--- src/bpp_pkg.sv ---
`timescale 1ns / 1ps

package bpp_pkg;

    localparam int PAGE_BYTES = 8;

    typedef enum logic [2:0] {
        OP_POWER   = 3'd0,
        OP_TORQUE  = 3'd1,
        OP_FREQ    = 3'd2,
        OP_BALANCE = 3'd3,
        OP_EMIT    = 3'd4
    } t_opcode;

    typedef enum logic [1:0] {
        SEL_STANDARD = 2'd0,
        SEL_WHEEL    = 2'd1,
        SEL_CRANK    = 2'd2,
        SEL_FREQ     = 2'd3
    } t_page_sel;

    localparam logic [7:0] PG_STANDARD  = 8'h10;
    localparam logic [7:0] PG_WHEEL     = 8'h11;
    localparam logic [7:0] PG_CRANK     = 8'h12;
    localparam logic [7:0] PG_FREQ      = 8'h20;
    localparam logic [7:0] INVALID_BYTE = 8'hFF;

    typedef struct packed {
        logic [7:0]  event_cnt;
        logic [7:0]  tick_cnt;
        logic [15:0] period_sum;
        logic [15:0] torque_sum;
    } t_torque_acc;

    typedef struct packed {
        logic [15:0] slope;
        logic [7:0]  power_event_cnt;
        logic [7:0]  pedal_balance;
        logic [7:0]  cadence_now;
        logic [15:0] power_sum;
        logic [15:0] power_now;
        t_torque_acc wheel;
        t_torque_acc crank;
        logic [7:0]  freq_event_cnt;
        logic [15:0] freq_time_sum;
        logic [15:0] freq_tick_sum;
    } t_acc_state;

    typedef logic [PAGE_BYTES-1:0][7:0] t_page;

endpackage

--- src/bpp_accum.sv ---
`timescale 1ns / 1ps

module bpp_accum (
    input  logic              i_clk,
    input  logic              i_rst_n,
    input  logic              i_cfg_we,
    input  logic [15:0]       i_cfg_wdata,
    input  logic              i_update,
    input  logic [2:0]        i_opcode,
    input  logic [15:0]       i_watts,
    input  logic [7:0]        i_cadence_in,
    input  logic              i_crank_side,
    input  logic [15:0]       i_period_delta,
    input  logic [15:0]       i_torque_delta,
    input  logic [15:0]       i_time_delta,
    input  logic [15:0]       i_tick_delta,
    input  logic [7:0]        i_balance_in,
    output bpp_pkg::t_acc_state o_state
);
    import bpp_pkg::*;

    t_acc_state  r_acc;
    t_acc_state  n_acc;
    t_torque_acc w_side;
    t_torque_acc w_side_next;

    assign w_side = i_crank_side ? r_acc.crank : r_acc.wheel;

    always_comb begin
        w_side_next            = w_side;
        w_side_next.event_cnt  = w_side.event_cnt + 8'd1;
        w_side_next.tick_cnt   = w_side.tick_cnt + 8'd1;
        w_side_next.period_sum = w_side.period_sum + i_period_delta;
        w_side_next.torque_sum = w_side.torque_sum + i_torque_delta;
    end

    always_comb begin
        n_acc = r_acc;
        if (i_cfg_we) begin
            n_acc.slope = i_cfg_wdata;
        end
        if (i_update) begin
            case (t_opcode'(i_opcode))
                OP_POWER: begin
                    n_acc.power_event_cnt = r_acc.power_event_cnt + 8'd1;
                    n_acc.power_sum       = r_acc.power_sum + i_watts;
                    n_acc.power_now       = i_watts;
                    n_acc.cadence_now     = i_cadence_in;
                end
                OP_TORQUE: begin
                    if (i_crank_side) begin
                        n_acc.crank = w_side_next;
                    end else begin
                        n_acc.wheel = w_side_next;
                    end
                end
                OP_FREQ: begin
                    n_acc.freq_event_cnt = r_acc.freq_event_cnt + 8'd1;
                    n_acc.freq_time_sum  = r_acc.freq_time_sum + i_time_delta;
                    n_acc.freq_tick_sum  = r_acc.freq_tick_sum + i_tick_delta;
                end
                OP_BALANCE: begin
                    n_acc.pedal_balance = i_balance_in;
                end
                default: begin
                end
            endcase
        end
    end

    always_ff @(posedge i_clk) begin
        if (!i_rst_n) begin
            r_acc               <= '0;
            r_acc.pedal_balance <= INVALID_BYTE;
            r_acc.cadence_now   <= INVALID_BYTE;
        end else begin
            r_acc <= n_acc;
        end
    end

    assign o_state = r_acc;

endmodule

--- src/bpp_page_fmt.sv ---
`timescale 1ns / 1ps

module bpp_page_fmt (
    input  bpp_pkg::t_acc_state i_state,
    input  logic [1:0]          i_page_select,
    output bpp_pkg::t_page      o_page
);
    import bpp_pkg::*;

    t_torque_acc w_side;

    assign w_side = (t_page_sel'(i_page_select) == SEL_CRANK) ? i_state.crank : i_state.wheel;

    always_comb begin
        case (t_page_sel'(i_page_select))
            SEL_STANDARD: begin
                o_page[0] = PG_STANDARD;
                o_page[1] = i_state.power_event_cnt;
                o_page[2] = i_state.pedal_balance;
                o_page[3] = i_state.cadence_now;
                o_page[4] = i_state.power_sum[7:0];
                o_page[5] = i_state.power_sum[15:8];
                o_page[6] = i_state.power_now[7:0];
                o_page[7] = i_state.power_now[15:8];
            end
            SEL_WHEEL, SEL_CRANK: begin
                o_page[0] = (t_page_sel'(i_page_select) == SEL_CRANK) ? PG_CRANK : PG_WHEEL;
                o_page[1] = w_side.event_cnt;
                o_page[2] = w_side.tick_cnt;
                o_page[3] = i_state.cadence_now;
                o_page[4] = w_side.period_sum[7:0];
                o_page[5] = w_side.period_sum[15:8];
                o_page[6] = w_side.torque_sum[7:0];
                o_page[7] = w_side.torque_sum[15:8];
            end
            default: begin
                // The frequency page is sent most significant byte first.
                o_page[0] = PG_FREQ;
                o_page[1] = i_state.freq_event_cnt;
                o_page[2] = i_state.slope[15:8];
                o_page[3] = i_state.slope[7:0];
                o_page[4] = i_state.freq_time_sum[15:8];
                o_page[5] = i_state.freq_time_sum[7:0];
                o_page[6] = i_state.freq_tick_sum[15:8];
                o_page[7] = i_state.freq_tick_sum[7:0];
            end
        endcase
    end

endmodule

--- src/bicycle_power_page_builder.sv ---
// An emit request shows its page on the output in the cycle after acceptance.
// Throughput: one request per cycle; every update is a single read-modify-write of
// the accumulator registers and the page is latched in one output register.
// The input stalls only while a finished page waits and the output is stalled.
// Reset is synchronous and active low: accumulators clear, balance and cadence read 0xFF.
`timescale 1ns / 1ps

module bicycle_power_page_builder (
    input  logic        i_clk,
    input  logic        i_rst_n,
    input  logic        i_cfg_we,
    input  logic [15:0] i_cfg_wdata,
    input  logic        i_in_valid,
    output logic        o_in_stall,
    input  logic [2:0]  i_opcode,
    input  logic [15:0] i_watts,
    input  logic [7:0]  i_cadence_in,
    input  logic        i_crank_side,
    input  logic [15:0] i_period_delta,
    input  logic [15:0] i_torque_delta,
    input  logic [15:0] i_time_delta,
    input  logic [15:0] i_tick_delta,
    input  logic [7:0]  i_balance_in,
    input  logic [1:0]  i_page_select,
    output logic        o_out_valid,
    input  logic        i_out_stall,
    output logic [7:0]  o_page_byte_0,
    output logic [7:0]  o_page_byte_1,
    output logic [7:0]  o_page_byte_2,
    output logic [7:0]  o_page_byte_3,
    output logic [7:0]  o_page_byte_4,
    output logic [7:0]  o_page_byte_5,
    output logic [7:0]  o_page_byte_6,
    output logic [7:0]  o_page_byte_7
);
    import bpp_pkg::*;

    logic       w_accept;
    logic       w_emit;
    t_acc_state w_state;
    t_page      w_page;
    t_page      r_page;
    logic       r_out_valid;

    assign o_in_stall = r_out_valid && i_out_stall;
    assign w_accept   = i_in_valid && !o_in_stall;
    assign w_emit     = w_accept && (t_opcode'(i_opcode) == OP_EMIT);

    bpp_accum u_accum (
        .i_clk          (i_clk),
        .i_rst_n        (i_rst_n),
        .i_cfg_we       (i_cfg_we),
        .i_cfg_wdata    (i_cfg_wdata),
        .i_update       (w_accept),
        .i_opcode       (i_opcode),
        .i_watts        (i_watts),
        .i_cadence_in   (i_cadence_in),
        .i_crank_side   (i_crank_side),
        .i_period_delta (i_period_delta),
        .i_torque_delta (i_torque_delta),
        .i_time_delta   (i_time_delta),
        .i_tick_delta   (i_tick_delta),
        .i_balance_in   (i_balance_in),
        .o_state        (w_state)
    );

    // The page is built from the state as it stands before this request.
    bpp_page_fmt u_page_fmt (
        .i_state       (w_state),
        .i_page_select (i_page_select),
        .o_page        (w_page)
    );

    always_ff @(posedge i_clk) begin
        if (!i_rst_n) begin
            r_out_valid <= 1'b0;
        end else if (w_emit) begin
            r_out_valid <= 1'b1;
        end else if (!i_out_stall) begin
            r_out_valid <= 1'b0;
        end
    end

    always_ff @(posedge i_clk) begin
        if (w_emit) begin
            r_page <= w_page;
        end
    end

    assign o_out_valid   = r_out_valid;
    assign o_page_byte_0 = r_page[0];
    assign o_page_byte_1 = r_page[1];
    assign o_page_byte_2 = r_page[2];
    assign o_page_byte_3 = r_page[3];
    assign o_page_byte_4 = r_page[4];
    assign o_page_byte_5 = r_page[5];
    assign o_page_byte_6 = r_page[6];
    assign o_page_byte_7 = r_page[7];

endmodule

--- config.mk ---
export PLATFORM = sky130hd
export DESIGN_NAME = bicycle_power_page_builder
export DESIGN_NICKNAME = d
export VERILOG_FILES = /design/src/bpp_pkg.sv /design/src/bpp_accum.sv /design/src/bpp_page_fmt.sv /design/src/bicycle_power_page_builder.sv
export SDC_FILE = /design/constraint.sdc
export NUM_CORES = 1
export LEC_CHECK = 0
export ABC_AREA = 1
export BUFFER_PORTS_ARGS = -buffer_cell sky130_fd_sc_hd__buf_4
export CAP_MARGIN = 20
export CELL_PAD_IN_SITES_DETAIL_PLACEMENT = 1
export CELL_PAD_IN_SITES_GLOBAL_PLACEMENT = 2
export CORE_MARGIN = 1.5
export CORE_UTILIZATION = 33
export CTS_CLUSTER_SIZE = 16
export DETAILED_ROUTE_END_ITERATION = 7
export GPL_ROUTABILITY_DRIVEN = 0
export HOLD_SLACK_MARGIN = 0.03
export PLACE_DENSITY_LB_ADDON = 0.1
export SLEW_MARGIN = 20
export SYNTH_ARGS = -nofsm -noshare
export SYNTH_HDL_FRONTEND = slang
export SYNTH_SLANG_ARGS = --single-unit
--- constraint.sdc ---
create_clock -name i_clk -period 7.69 [get_ports i_clk]
set_input_delay 0.769 -clock i_clk [delete_from_list [all_inputs] [get_ports i_clk]]
set_output_delay 0.769 -clock i_clk [all_outputs]
set_load 0.05 [all_outputs]
==> flow_summary.ini, run 1 <==
[floorplan]
core_sq_mm = 0.04997
die_w_um = 227.4
die_area_sq_mm = 0.05171
rows = 82
initial_core_util_pct = 33.25
pin_count = 189
die-height_um = 227.4

[drt]
first_iter_violations = 796
viasPerCell = 4.921
wl_mm = 60.90
wl_met3_mm = 2.404
drc = 0
wl_per_cell_um = 18.37
ant_nets = 0
top_layer = met5
via_count = 16320
drtPass1Iterations = 5
wl_met2_mm = 28.99
m1WireLength_mm = 28.14

[clock_network]
post_cts_resized = 0
cts_tree = built
insertion_delay_ps = 550
cts_hold_buf = 0
cts_htree_levels = 2
post_cts_buffers = 0
cts.sinks = 269
cts_made_buffers = 35
path_clk_slew_ps = 60
root_buffer = clkbuf_16
cts_buffer_depth = 3

[logic_synthesis]
synth.distinct_cells = 42
synth_area_per_cell_sq_um = 6.684
synth_area_sq_mm = 0.01662
synth-seq-cells = 269
synth_warnings = 0
synth_seq_area_share_pct = 36.02
synthCells = 2486

[sta]
fin_crit_ps = 3019
finalMaxSlewViolations = 0
hold_viol = 0
rsz0062_at_grt = false
holdWs_ps = 432.5
fin_crit_sh_pct = 39.25
worstMarginPinSlew_ps = 1026
skew_ps = 22.81
max_slew_margin_pct = 30.88
fmax_mhz = 331.3
final.setup.tns_ps = 0
setup_viol = 0

[setup_path]
slowest_stage = buf_4
required_ps = 8130
crit_type = in -> reg
critPathCaptureType = flop
regToRegSetupSlack_ps = 5380
cpLargestDelayFamily = buffers and inverters
cp_common_cell = nand2_1
worst-path-buf-inv = 5
critPathMaxStageDelay_ps = 500
arrival_ps = 3460
worstPathCellList = buf_4 > buf_4 > inv_4 > o21ai_0 > ha_1 > nand2_1 > inv_1 > a21oi_1 > nand2_1 > nand2_1 > nand2_1 > nand2_1 > nand3_1 > nand2_1 > inv_1
start_kind = input port
path_max_fanout = 45

[cells_and_area]
nFillCells = 6421
layout_commonest_cell = nand2_1
multiInputGateArea_sq_mm = 0.008497
nets = 2830
final_area_sq_mm = 0.01958
drive_above_1_share_pct = 10.97
stdcell_count = 3316
seq_area_sq_mm = 0.005986
mostFrequentLayoutCells = nand2_1 (587), inv_1 (430), a21oi_1 (260), nor2_1 (218), dfxtp_1 (209)
areaGrowthSynthToFinish_pct = 17.85

[global_route]
gr-total-overflow = 0
grt_util_all_layers_pct = 23.82
antenna_found_initial = 3
grt_pass1_wl_mm = 93.78
grt_pass1_vias = 16610
grt_start_max_net_pins = 86

[run]
cap_viol_max_count = 0

[placed_design]
portBuffers = 184
dp_cells = 3253
hpwlAfterDp_mm = 44.94
place_area_sq_mm = 0.01845

[outcome]
outcome = finished, final reports clean

[min_path]
hold_class = in -> reg

[pwr]
ir_worst_vdd_v = 0.0001240
total_power_mw = 3.711
power.density_mw_per_mm2 = 189.5
p_leak_nw = 9.659
## cells by family after synthesis
logic type / after synthesis / share of synthesized area, %
AND/OR/NAND/NOR: 1051 / 26.35
buffers and inverters: 543 / 12.98
AO/OA/AOI/OAI: 499 / 15.93
flip-flops: 269 / 36.02
adder cells (fa/ha/maj): 88 / 6.852
XOR/XNOR: 35 / 1.845
other: 1 / 0.02257
## sequential cells by signal (all words and copies together) (netlist names), 4 cells and up
signal           flops
o_page_byte_7        8
o_page_byte_5        8
o_page_byte_1        8
o_page_byte_4        8
o_page_byte_0        4
o_page_byte_6        8
o_page_byte_3        8
o_page_byte_2        8
u_accum.o_state    208
## worst paths after layout
kind,end,startpoint,cells past startpoint
worst max-delay path,u_accum.o_state[119],i_crank_side,15
worst min-delay path,u_accum.o_state[175],i_cadence_in[7],3
worst max register to register,u_accum.o_state[158],o_out_valid,8
worst min register to register,u_accum.o_state[90],u_accum.o_state[90],2
## per-stage QoR
step | utilization, % | setup slack, ps
2_1_floorplan | - | 1990
4_1_cts | 39.15 | 4677
3_3_place_gp | 36.93 | 4183
6_report | 39.19 | 4671
5_1_grt | 39.19 | 4338
3_5_place_dp | 36.93 | 4111
## synthesized netlist by cell type, drive strengths merged
cell	n	area share (%)
nand3b	6	0.27
xor2	22	1.2
nor2	224	5.2
a211oi	1	0.075
ha	83	6.3
xnor2	13	0.69
dfxtp	209	25
o21ai	192	5.9
fa	5	0.60
conb	1	0.023
edfxtp	60	11
nor4	2	0.17
nor3	21	0.76
inv	438	9.9
nand4	11	0.41
nand2	595	14
o21a	2	0.090
a21oi	260	7.8
or2	7	0.26
clkbuf	61	1.4
nor3b	2	0.12
buf	44	1.7
nand3	182	5.5
a22oi	27	1.2
and2	1	0.038
o211ai	17	0.77
## final cells by class
class                      count  area share (%)
inverter                     438           8.434
antenna                        1         0.01278
clock buffer                  50           4.811
sequential                   269           30.57
multi-input combinational   1677           43.39
timing repair buffer         198           7.654
tap                          672           4.294
clock inverter                11          0.8370
## worst min-delay path, stage by stage
cell     delay, ps
buf_4           80
nand2_1         40
nand3_1         60
## layer usage
| metal | vias up | global-route usage [%] |
|---|---|---|
| met5 | - | 0 |
| met4 | 2 | 5.982 |
| met3 | 81 | 3.678 |
| met2 | 244 | 40.81 |
| met1 | 7812 | 31.16 |
| li1 | 8180 | - |
## report_power, final
| part | switching [mW] | internal [mW] |
|---|---|---|
| clock | 0.664 | 0.988 |
| sequential | 0.0244 | 1.49 |
| combinational | 0.365 | 0.181 |
| total | 1.05 | 2.66 |
Power figures use the tool's default switching activity.
==> run 2, diff against run 1 <==
==> constraint.sdc (replaced) <==
create_clock -name i_clk -period 3 [get_ports i_clk]
set_input_delay 0.3 -clock i_clk [delete_from_list [all_inputs] [get_ports i_clk]]
set_output_delay 0.3 -clock i_clk [all_outputs]
set_load 0.05 [all_outputs]
==> run 2 against run 1 <==
Net effect: combinational power grew to 2.7 times the previous value; sequential power increased to 2.6 times the previous value; total power increased to 2.6 times the previous value; sequential cell count unchanged; via count is 1.3% higher; clock skew fell by 3.3 ps; wire length is 0.44% higher; critical endpoint is now u_accum.o_state[48]; largest power group unchanged.
==> flow_summary.ini, run 2 (synthesis results as in run 1) <==
[clock_network]
cts_made_buffers = 35
path_clk_slew_ps = 60
cts_tree = built
post_cts_resized = 0
root_buffer = clkbuf_16
post_cts_buffers = 0
cts.sinks = 269
cts_buffer_depth = 3
insertion_delay_ps = 550
cts_htree_levels = 2

[setup_path]
critPathCaptureType = flop
required_ps = 3490
worstPathCellList = inv_1 > o21ai_0 > ha_1 > inv_1 > fa_1 > inv_1 > nand3_1 > nand3_1 > a21oi_1 > or2_2 > nand3_1 > nand2_1 > inv_1
arrival_ps = 2680
start_kind = flop
path_max_fanout = 3
cpLargestDelayFamily = simple AND/OR/NAND/NOR gates
critPathMaxStageDelay_ps = 420
slowest_stage = fa_1
cp_common_cell = inv_1
crit_type = reg -> reg
worst-path-buf-inv = 4

[sta]
worstMarginPinSlew_ps = 1037
final.setup.tns_ps = 0
fmax_mhz = 455.6
postLayoutSetupSlackWorst_ps = 805.0
max_slew_margin_pct = 30.13
fin_crit_sh_pct = 73.17
skew_ps = 19.49
rsz0062_at_grt = false
fin_crit_ps = 2195
holdWs_ps = 48.93
hold_viol = 0
finalMaxSlewViolations = 0
setup_viol = 0

[cells_and_area]
nFillCells = 6415
multiInputGateArea_sq_mm = 0.008503
areaGrowthSynthToFinish_pct = 21.33
layout_commonest_cell = nand2_1
seq_area_sq_mm = 0.005986
mostFrequentLayoutCells = nand2_1 (587), inv_1 (430), a21oi_1 (260), nor2_1 (218), buf_4 (211)
drive_above_1_share_pct = 11.63
largest_reg_flops = 208
nets = 2886
stdcell_count = 3374

[floorplan]
die_area_sq_mm = 0.05171
core_sq_mm = 0.04997
rows = 82
die-height_um = 227.4
pin_count = 189
die_w_um = 227.4
initial_core_util_pct = 33.25

[global_route]
gr-total-overflow = 0
grt_start_max_net_pins = 85
grt_pass1_wl_mm = 94.20
grt_pass1_vias = 16830
antenna_found_initial = 2
grt_util_all_layers_pct = 23.80

[pwr]
internal-power_mw = 6.864
clockPowerShare_pct = 44.7
comb_power_share_pct = 15.1
seqPwrFrac_pct = 40.2
power.density_mw_per_mm2 = 478.4
total_power_mw = 9.645
p_leak_nw = 9.935
switching_share_pct = 28.83
p_sw_mw = 2.781
ir_worst_vdd_v = 0.0002664

[drt]
wl_per_cell_um = 18.13
first_iter_violations = 809
drc = 0
drtPass1Iterations = 4
ant_nets = 0
viasPerCell = 4.900
via_count = 16530
wl_mm = 61.17

[min_path]
hold_class = in -> reg

[outcome]
outcome = finished, final reports clean

[placed_design]
hpwlAfterDp_mm = 45.53
place_ws_ps = 422.8
dp_cells = 3270
portBuffers = 184

[run]
cap_viol_max_count = 0
[run 2: cell types whose count changed in the layout (fill, tap and decap cells not counted), sizes merged]
cell | previous run | this run
dlygate4sd3 | 0 | 40
inv | 440 | 441
buf | 198 | 214
clkinv | 5 | 9
clkbuf | 50 | 44
clkinvlp | 0 | 3
[run 2: stage by stage]
step           utilization, %  area [sq um]
2_1_floorplan               -         16640
3_3_place_gp            37.27         18620
3_5_place_dp            37.27         18620
4_1_cts                 40.34         20160
5_1_grt                 40.34         20160
6_report                40.35         20160
[run 2: final timing paths]
check,from,endpoint,slack (ps),cells after the start
max reg2reg,u_accum.o_state[88],u_accum.o_state[48],800,13
max,u_accum.o_state[88],u_accum.o_state[48],800,13
min reg2reg,u_accum.o_state[181],u_accum.o_state[181],460,2
min,i_watts[4],u_accum.o_state[140],50,3
[run 2: final cells by class]
type / instances / area share, %
Clock inverter: 19 / 1.067
Clock buffer: 44 / 4.562
Timing Repair Buffer: 254 / 10.14
Inverter: 438 / 8.180
Antenna cell: 1 / 0.01241
Tap cell: 672 / 4.171
Multi-Input combinational cell: 1677 / 42.18
Sequential cell: 269 / 29.69
[run 2: power groups by stage]
stage | registers, mW | clock network (mW) | logic [mW]
after floorplan | 3.99 | 0 | 0.840
after detailed placement | 3.96 | 0 | 1.42
final | 3.88 | 4.31 | 1.46
after global placement | 3.95 | 0 | 1.39
after CTS | 3.88 | 4.42 | 1.47
after global routing | 3.89 | 4.57 | 1.63
[run 2: what timing repair did]
| item | CTS | global route |
|---|---|---|
| hold buffers | 40 | 0 |
| endpoints found under the setup margin | 0 | 0 |
| hold endpoints to repair | 40 | 0 |
[run 2: worst min-delay path, delay by kind of cell]
kind	cells	cell delay, ps
buffers and inverters	1	100
AND/OR/NAND/NOR	1	80
AO/OA/AOI/OAI	1	80
[run 2: routing by layer]
layer	vias to the layer above	share of wire [%]	global-route usage, %
met4	2	2.2	6.238
met2	244	47	40.47
met1	7915	46	31.02
met3	65	4.2	4.117
li1	8308	-	-
met5	-	0.021	0
